`src/sv/edf_pkg.sv`:
```
// Shared types and constants for the earliest-deadline-first job scheduler.
// Used by edf_queue and preemptive_edf_job_scheduler; depends on nothing.
`default_nettype none

package edf_pkg;

   localparam int QUEUE_DEPTH = 16;
   localparam int SERIAL_BITS = 16;
   localparam int TIME_BITS   = 32;
   localparam int WORK_BITS   = 16;
   localparam int CLASS_BITS  = 2;
   localparam int QIDX_BITS   = (QUEUE_DEPTH > 1) ? $clog2(QUEUE_DEPTH) : 1;
   localparam int SCAN_BITS   = $clog2(QUEUE_DEPTH + 1);

   // Result kinds
   localparam logic [1:0] EV_RECEIVED = 2'd0;
   localparam logic [1:0] EV_FINISHED = 2'd1;
   localparam logic [1:0] EV_DROPPED  = 2'd2;

   localparam logic [CLASS_BITS-1:0] CLASS_TOP = 2'd2;

   // Request kinds
   localparam logic REQ_ARRIVAL = 1'b0;
   localparam logic REQ_TICK    = 1'b1;

   // Register indexes; the two spare indexes are ignored on write
   typedef enum logic [2:0] {
      CSR_SERVICE0, CSR_SERVICE1, CSR_SERVICE2,
      CSR_DEADLINE0, CSR_DEADLINE1, CSR_DEADLINE2,
      CSR_SPARE6, CSR_SPARE7
   } csr_index_type;

   // One job, running or waiting in the queue
   typedef struct packed {
      logic [TIME_BITS-1:0]   deadline;
      logic [TIME_BITS-1:0]   arrival;
      logic [WORK_BITS-1:0]   remaining;
      logic [SERIAL_BITS-1:0] serial;
      logic [CLASS_BITS-1:0]  cls;
      logic                   started;
   } edf_job_type;

   // Queue controls from the sequencer
   typedef struct packed {
      logic                 wr_en;
      logic [QIDX_BITS-1:0] wr_addr;
      logic                 rd_en;
      logic [QIDX_BITS-1:0] rd_addr;
      logic                 clr_en;
      logic [QIDX_BITS-1:0] clr_addr;
   } edf_qctl_type;

   // Queue status back to the sequencer
   typedef struct packed {
      logic                 free_found;
      logic [QIDX_BITS-1:0] free_idx;
      logic                 rd_valid;
   } edf_qstat_type;

   // True if arrival stamp a came before b, wrap-aware
   function automatic logic arrived_before(input logic [TIME_BITS-1:0] a,
                                           input logic [TIME_BITS-1:0] b);
      logic [TIME_BITS-1:0] diff;
      diff = a - b;
      return diff[TIME_BITS-1];
   endfunction

endpackage

`default_nettype wire

```
`src/sv/edf_queue.sv`:
```
// Job queue: entry memory with one write and one registered read port,
// per-entry valid bits and a lowest-free-slot search. Depends on edf_pkg.
`default_nettype none

module edf_queue (
   input  wire                   clock,
   input  wire                   reset,
   input  edf_pkg::edf_qctl_type  qctl,
   input  edf_pkg::edf_job_type   wr_job,
   output edf_pkg::edf_qstat_type qstat,
   output edf_pkg::edf_job_type   rd_job
);
   import edf_pkg::*;

   edf_job_type            mem [QUEUE_DEPTH];
   logic [QUEUE_DEPTH-1:0] valid_ff;
   edf_job_type            rd_job_ff;
   logic                   rd_valid_ff;
   logic                   free_found;
   logic [QIDX_BITS-1:0]   free_idx;

   always_ff @(posedge clock) begin
      if (qctl.wr_en) begin
         mem[qctl.wr_addr] <= wr_job;
      end
      if (qctl.rd_en) begin
         rd_job_ff   <= mem[qctl.rd_addr];
         rd_valid_ff <= valid_ff[qctl.rd_addr];
      end
   end

   always_ff @(posedge clock) begin
      if (reset) begin
         valid_ff <= '0;
      end else begin
         if (qctl.wr_en) begin
            valid_ff[qctl.wr_addr] <= 1'b1;
         end
         if (qctl.clr_en) begin
            valid_ff[qctl.clr_addr] <= 1'b0;
         end
      end
   end

   // Lowest free slot wins
   always_comb begin
      free_found = 1'b0;
      free_idx   = '0;
      for (int i = QUEUE_DEPTH - 1; i >= 0; i--) begin
         if (!valid_ff[i]) begin
            free_found = 1'b1;
            free_idx   = QIDX_BITS'(i);
         end
      end
   end

   assign qstat.free_found = free_found;
   assign qstat.free_idx   = free_idx;
   assign qstat.rd_valid   = rd_valid_ff;
   assign rd_job           = rd_job_ff;

endmodule

`default_nettype wire

```
`src/sv/preemptive_edf_job_scheduler.sv`:
```
// Preemptive earliest-deadline-first scheduler for three job classes.
// Top level: sequencer, running job, class registers. Depends on edf_pkg, edf_queue.
//
//   channel   direction  handshake               transaction carries
//   req_      in         start & !busy            req_type, req_job_class
//   rsp_      out        rsp_valid (one cycle)    kind, class, serial, last
//   csr_      in         csr_valid & csr_ready    csr_index, csr_data
//
// An arrival passes through ARRIVE and DECIDE, a tick through TICK; when the running
// job completes, the tick goes on through SCAN and FINISH (and RECV when a first start
// is reported): the earliest-deadline search reads the queue memory one entry a cycle
// through its single read port. Results leave one a cycle and cannot be stalled. Reset
// is synchronous; no clearing pass is needed since the queue entries carry valid bits.
`default_nettype none

module preemptive_edf_job_scheduler (
   input  wire         clock,
   input  wire         reset,
   input  wire         start,
   output logic        busy,
   input  wire         req_type,
   input  wire  [1:0]  req_job_class,
   output logic        rsp_valid,
   output logic [1:0]  rsp_event_kind,
   output logic [1:0]  rsp_event_class,
   output logic [15:0] rsp_event_serial,
   output logic        rsp_last,
   input  wire         csr_valid,
   output logic        csr_ready,
   input  wire  [2:0]  csr_index,
   input  wire  [15:0] csr_data
);
   import edf_pkg::*;

   typedef enum logic [2:0] {
      ST_IDLE, ST_ARRIVE, ST_DECIDE, ST_TICK, ST_SCAN, ST_FINISH, ST_RECV
   } state_type;

   state_type              state_ff;
   logic [WORK_BITS-1:0]   svc_ff [3];
   logic [15:0]            dl_ff  [3];
   logic [TIME_BITS-1:0]   now_ff;
   logic [TIME_BITS-1:0]   arrival_ff;
   logic [SERIAL_BITS-1:0] next_serial_ff [3];
   logic                   run_valid_ff;
   edf_job_type            run_ff;
   edf_job_type            new_ff;
   logic [CLASS_BITS-1:0]  class_ff;
   logic [SCAN_BITS-1:0]   scan_ff;
   logic                   best_found_ff;
   logic [QIDX_BITS-1:0]   best_idx_ff;
   edf_job_type            best_ff;

   logic                   rsp_valid_ff;
   logic [1:0]             rsp_kind_ff;
   logic [1:0]             rsp_class_ff;
   logic [15:0]            rsp_serial_ff;
   logic                   rsp_last_ff;

   edf_qctl_type           qctl;
   edf_qstat_type          qstat;
   edf_job_type            q_wr_job;
   edf_job_type            q_rd_job;
   logic                   preempt;
   logic                   better;
   logic [QIDX_BITS-1:0]   cand_idx;

   edf_queue u_queue (
      .clock  (clock),
      .reset  (reset),
      .qctl   (qctl),
      .wr_job (q_wr_job),
      .qstat  (qstat),
      .rd_job (q_rd_job)
   );

   assign preempt  = new_ff.deadline < run_ff.deadline;
   assign cand_idx = QIDX_BITS'(scan_ff - SCAN_BITS'(1));
   assign better   = qstat.rd_valid &&
                     (!best_found_ff || (q_rd_job.deadline < best_ff.deadline) ||
                      ((q_rd_job.deadline == best_ff.deadline) &&
                       arrived_before(q_rd_job.arrival, best_ff.arrival)));

   always_comb begin
      qctl          = '0;
      qctl.wr_en    = (state_ff == ST_DECIDE) && run_valid_ff && qstat.free_found;
      qctl.wr_addr  = qstat.free_idx;
      qctl.rd_en    = (state_ff == ST_SCAN) && (scan_ff < SCAN_BITS'(QUEUE_DEPTH));
      qctl.rd_addr  = QIDX_BITS'(scan_ff);
      qctl.clr_en   = (state_ff == ST_FINISH) && best_found_ff;
      qctl.clr_addr = best_idx_ff;
      // A preempted running job goes back to the queue, else the newcomer waits
      q_wr_job      = preempt ? run_ff : new_ff;
   end

   always_ff @(posedge clock) begin
      if (reset) begin
         svc_ff[0] <= 16'd500;
         svc_ff[1] <= 16'd1000;
         svc_ff[2] <= 16'd200;
         dl_ff[0]  <= 16'd2000;
         dl_ff[1]  <= 16'd3000;
         dl_ff[2]  <= 16'd300;
      end else if (csr_valid && csr_ready) begin
         unique case (csr_index)
            CSR_SERVICE0:  svc_ff[0] <= csr_data;
            CSR_SERVICE1:  svc_ff[1] <= csr_data;
            CSR_SERVICE2:  svc_ff[2] <= csr_data;
            CSR_DEADLINE0: dl_ff[0]  <= csr_data;
            CSR_DEADLINE1: dl_ff[1]  <= csr_data;
            CSR_DEADLINE2: dl_ff[2]  <= csr_data;
            default: ;
         endcase
      end
   end

   always_ff @(posedge clock) begin
      rsp_valid_ff <= 1'b0;
      if (reset) begin
         state_ff       <= ST_IDLE;
         now_ff         <= '0;
         arrival_ff     <= '0;
         run_valid_ff   <= 1'b0;
         best_found_ff  <= 1'b0;
         scan_ff        <= '0;
         for (int i = 0; i < 3; i++) begin
            next_serial_ff[i] <= SERIAL_BITS'(1);
         end
      end else begin
         unique case (state_ff)
            ST_IDLE: begin
               if (start) begin
                  class_ff <= (req_job_class > CLASS_TOP) ? CLASS_TOP : req_job_class;
                  state_ff <= (req_type == REQ_TICK) ? ST_TICK : ST_ARRIVE;
               end
            end
            ST_ARRIVE: begin
               new_ff.deadline  <= now_ff + TIME_BITS'(dl_ff[class_ff]);
               new_ff.arrival   <= arrival_ff;
               new_ff.remaining <= svc_ff[class_ff];
               new_ff.serial    <= next_serial_ff[class_ff];
               new_ff.cls       <= class_ff;
               new_ff.started   <= 1'b0;
               next_serial_ff[class_ff] <= next_serial_ff[class_ff] + SERIAL_BITS'(1);
               arrival_ff       <= arrival_ff + TIME_BITS'(1);
               state_ff         <= ST_DECIDE;
            end
            ST_DECIDE: begin
               rsp_class_ff  <= new_ff.cls;
               rsp_serial_ff <= 16'(new_ff.serial);
               rsp_last_ff   <= 1'b1;
               if (!run_valid_ff || (qstat.free_found && preempt)) begin
                  run_valid_ff   <= 1'b1;
                  run_ff         <= new_ff;
                  run_ff.started <= 1'b1;
                  rsp_valid_ff   <= 1'b1;
                  rsp_kind_ff    <= EV_RECEIVED;
               end else if (!qstat.free_found) begin
                  rsp_valid_ff <= 1'b1;
                  rsp_kind_ff  <= EV_DROPPED;
               end
               state_ff <= ST_IDLE;
            end
            ST_TICK: begin
               now_ff   <= now_ff + TIME_BITS'(1);
               state_ff <= ST_IDLE;
               if (run_valid_ff) begin
                  if (run_ff.remaining <= WORK_BITS'(1)) begin
                     run_ff.remaining <= '0;
                     scan_ff          <= '0;
                     best_found_ff    <= 1'b0;
                     state_ff         <= ST_SCAN;
                  end else begin
                     run_ff.remaining <= run_ff.remaining - WORK_BITS'(1);
                  end
               end
            end
            ST_SCAN: begin
               // Compare the entry read in the previous cycle
               if ((scan_ff != '0) && better) begin
                  best_found_ff <= 1'b1;
                  best_idx_ff   <= cand_idx;
                  best_ff       <= q_rd_job;
               end
               scan_ff <= scan_ff + SCAN_BITS'(1);
               if (scan_ff == SCAN_BITS'(QUEUE_DEPTH)) begin
                  state_ff <= ST_FINISH;
               end
            end
            ST_FINISH: begin
               rsp_valid_ff  <= 1'b1;
               rsp_kind_ff   <= EV_FINISHED;
               rsp_class_ff  <= run_ff.cls;
               rsp_serial_ff <= 16'(run_ff.serial);
               rsp_last_ff   <= !(best_found_ff && !best_ff.started);
               run_valid_ff  <= best_found_ff;
               state_ff      <= ST_IDLE;
               if (best_found_ff) begin
                  run_ff         <= best_ff;
                  run_ff.started <= 1'b1;
                  if (!best_ff.started) begin
                     state_ff <= ST_RECV;
                  end
               end
            end
            ST_RECV: begin
               rsp_valid_ff  <= 1'b1;
               rsp_kind_ff   <= EV_RECEIVED;
               rsp_class_ff  <= run_ff.cls;
               rsp_serial_ff <= 16'(run_ff.serial);
               rsp_last_ff   <= 1'b1;
               state_ff      <= ST_IDLE;
            end
            default: state_ff <= ST_IDLE;
         endcase
      end
   end

   assign busy             = (state_ff != ST_IDLE);
   assign csr_ready        = 1'b1;
   assign rsp_valid        = rsp_valid_ff;
   assign rsp_event_kind   = rsp_kind_ff;
   assign rsp_event_class  = rsp_class_ff;
   assign rsp_event_serial = rsp_serial_ff;
   assign rsp_last         = rsp_last_ff;

endmodule

`default_nettype wire
```
`config.mk`:
```
export PLATFORM = sky130hd
export DESIGN_NAME = preemptive_edf_job_scheduler
export DESIGN_NICKNAME = d
export VERILOG_FILES = /design/src/sv/edf_pkg.sv /design/src/sv/edf_queue.sv /design/src/sv/preemptive_edf_job_scheduler.sv
export SDC_FILE = /design/constraint.sdc
export NUM_CORES = 2
export LEC_CHECK = 0
export BUFFER_PORTS_ARGS = -buffer_cell sky130_fd_sc_hd__buf_4
export CAP_MARGIN = 15
export CORE_ASPECT_RATIO = 1.25
export CORE_MARGIN = 1
export CORE_UTILIZATION = 32
export DETAILED_ROUTE_END_ITERATION = 8
export PLACE_DENSITY = 0.47
export SYNTH_ARGS = -nofsm -noshare
export SYNTH_HDL_FRONTEND = slang
export SYNTH_SLANG_ARGS = --single-unit
```
`constraint.sdc`:
```
create_clock -name clock -period 14.8 [get_ports clock]
set_input_delay 1.48 -clock clock [delete_from_list [all_inputs] [get_ports clock]]
set_output_delay 1.48 -clock clock [all_outputs]
set_load 0.05 [all_outputs]
```
==> flow_metrics.tcl <==
set metrics [dict create \
    status "complete, no violations" \
    syn_inst 4593 \
    post_cts_buffers 0 \
    power.switching_mw 2.66 \
    worst_pin_slew_ns 1.23 \
    p_clk_share_pct 43.3 \
    crit_slowest_cell "o211a_4" \
    grt.met3_usage_pct 1.93 \
    drt.antenna.violating_nets 0 \
    fin_crit_ns 4.99 \
    cts_tree "done" \
    synth_top_family_by_area "multiplexers" \
    regArea_um2 66900 \
    synth_area_per_cell_um2 19.4 \
    io_buffers 48 \
    critPathKind "reg2reg" \
    post_cts_resized 0 \
    io_pins 50 \
    synth_top_area_share_pct 72.9 \
    worstPathMaxFanout 45 \
    synth_most_common_cell "edfxtp_1" \
    clk_pin_slew_ns 0.07 \
    fmax_ghz 0.201 \
    drc 0 \
    drt-initial-drc-count 2963 \
    synth_nets 4737 \
    gr-total-overflow 0 \
    cts_buffers 222 \
    synth-compound-area-share_pct 2.55 \
    syn_to_final_growth_pct 13.8 \
    cts.path.max_buffers 4 \
    grt.met2_usage_pct 28.4 \
    whs_ns 0.394 \
    first_pass_iters 5 \
    cts_num_sinks 2259 \
    multi_input_area_um2 21100 \
    start_util_pct 32.2 \
    cp.arrival_ns 5.48 \
    yosys.area_share.simple_pct 3.89 \
    swShare_pct 20.5 \
    p_seq_share_pct 54.6 \
    cellPowerDensity_nw_per_um2 128 \
    die_height_um 592 \
    grt_max_degree 96 \
    drive_above_1_share_pct 22.0 \
    antenna_found_initial 4 \
    fin_util_pct 36.6 \
    synthXorXnorAreaFrac_pct 1.09 \
    insertion_delay_ns 0.91 \
    fin_worst_skew_ns 0.0640 \
    vias 42900 \
    yosys.area.top_type "edfxtp_1" \
    postPlaceCellArea_um2 94500 \
    maxSlewViolCount 0 \
    top_usage_layer "met2" \
    vias_per_cell 4.96 \
    ctsHtreeMaxLevel 4 \
    met1_usage_pct 20.7 \
    grt_pass1_wl_um 326000 \
    synth-edff-count 2166 \
    cts_root_buf "clkbuf_16" \
    slew-limit-headroom_pct 18.3 \
    fillers 25700 \
    ys_top_cells_by_area "edfxtp_1 73%, mux4_2 13%, dfxtp_1 2.1%" \
    synth-adder-area-share_pct 1.66 \
    fin_area_um2 102000 \
    core_um2 277000 \
    timing.final.ws_setup_ns 9.81 \
    setup_tns_ns 0 \
    first_global_vias 45300 \
    p_int_mw 10.3 \
    end_kind "flop" \
    cts_hold_buf 0 \
    cp-start-kind "flop" \
    num_rows 216 \
    synth-seq-area-share_pct 75.0 \
    total_leakage_power_nw 32.1 \
    cap_viol_max_count 0 \
    fin_crit_sh_pct 33.7 \
    fin_nets 4923 \
    ys_warn_count 0 \
    critPathRequiredTime_ns 15.29 \
    ys_top_cells_by_count "2166 x edfxtp_1, 516 x mux4_2, 324 x nand2_1" \
    grt_usage_pct 15.9 \
    crit_chain "inv_1, ha_1, a2111oi_0, o21ai_0, a221oi_1, o41a_1, o21ai_4, buf_4, o21ai_0, o211a_4, buf_4" \
    synth-async-reset-ratio_pct 0 \
    hold_class "reg2reg" \
    ys_seq_elements 2259 \
    dp_hpwl_um 122000 \
    combPwrFrac_pct 2.1 \
    gp_congestion 0.795 \
    finalHoldViolCount 0 \
    wl_um 224000 \
    final-setup-viol-count 0 \
    synth.area.mux_share_pct 14.3 \
    syn_area_um2 89200 \
    die-area_um2 281000 \
    post-place-ws_ns 9.52 \
    slowest_delay_ns 0.80 \
    ys.flop_type "edfxtp_1" \
    yosysUniqueCellTypes 69 \
    rsz0062_at_grt "no" \
    irDropWorstVdd_mv 0.0958 \
    avgRoutedWirePerCell_um 25.9 \
    die_x_um 474 \
]
worst max-delay path, delay by kind of cell (launching register included):
kind	cells	cell delay (ns)
adders and majority gates	1	0.25
DFF	1	0.37
buffers and inverters	3	1.17
AOI/OAI and AO/OA	7	2.73
layout by cell type (no fill, tap or decap), types with 13 or more instances in the layout:
cell	count
nor3_1	29
inv_1	142
a21o_1	29
mux2i_1	32
clkbuf_1	46
o21ai_1	13
ha_1	117
nand4_1	35
or3_1	31
xnor2_1	48
mux2_2	39
edfxtp_1	2166
a21oi_1	80
buf_4	163
nor2b_1	15
o21ai_0	171
clkinv_2	52
nand3_1	32
xor2_1	63
nand2b_1	27
clkbuf_16	225
bufinv_16	22
dfxtp_1	87
nand2_1	323
mux2_1	31
and2_1	35
a22oi_1	15
clkinv_1	39
nor2_1	150
mux4_2	516
sequential cells by signal, summed over array words and instances, names as in the netlist, named ones only:
signal,count
rsp_event_kind,2
now_ff,32
new_ff,98
state_ff,3
rsp_last,1
scan_ff,5
svc_ff,48
arrival_ff,32
rsp_event_class,2
u_queue.rd_valid_ff,1
dl_ff,48
next_serial_ff,64
run_valid_ff,1
rsp_valid,1
best_ff,99
run_ff,98
u_queue.valid_ff,16
best_idx_ff,4
rsp_event_serial,16
class_ff,2
u_queue.rd_job,99
best_found_ff,1
u_queue.mem,1584
final timing paths:
path | cells after the start | from | slack, ns | endpoint
setup / recovery | 11 | run_ff[78]$_DFFE_PP_ | 9.81 | run_ff[80]$_DFFE_PP_
hold / removal | 0 | u_queue.rd_job[22]$_DFFE_PP_ | 0.39 | best_ff[22]$_DFFE_PP_
setup reg to reg | 11 | run_ff[78]$_DFFE_PP_ | 9.81 | run_ff[80]$_DFFE_PP_
hold reg to reg | 0 | u_queue.rd_job[22]$_DFFE_PP_ | 0.39 | best_ff[22]$_DFFE_PP_
cell type report:
cell class	instances	share of cell area (%)
inverters	147	0.554
clock inverters	126	1.17
clock buffers	273	5.74
well taps	3706	4.57
multi-input cells	1980	20.8
flip-flops and latches	2259	65.9
diodes	1	0.00246
repair buffers	169	1.30
per-stage QoR:
stage | power, mW | cells
2_1_floorplan | 7.37 | 4593
3_3_place_gp | 7.49 | 8255
3_5_place_dp | 7.49 | 8256
4_1_cts | 13.1 | 8655
5_1_grt | 13.3 | 8661
6_report | 12.9 | 8661
per-layer routing:
metal	wire length, µm	share of wire [%]
met5	11	0.0049
met3	6920	3.1
met2	117000	52
met1	96600	43
met4	3980	1.8
power groups by stage:
stage | Clock [mW] | Combinational (mW) | Sequential [mW]
floorplan | 0 | 0.165 | 7.20
global placement | 0 | 0.278 | 7.21
detailed placement | 0 | 0.283 | 7.21
CTS | 5.75 | 0.285 | 7.07
global route | 5.96 | 0.306 | 7.07
finish | 5.60 | 0.278 | 7.07
cell families after synthesis:
family | after synthesis
other cells | 1
mux | 618
compound gates | 382
fa+ha+maj | 118
xor+xnor | 111
simple gates | 750
flops | 2259
buf+inv | 354
Note: power is estimated with default switching activity, not from simulation.
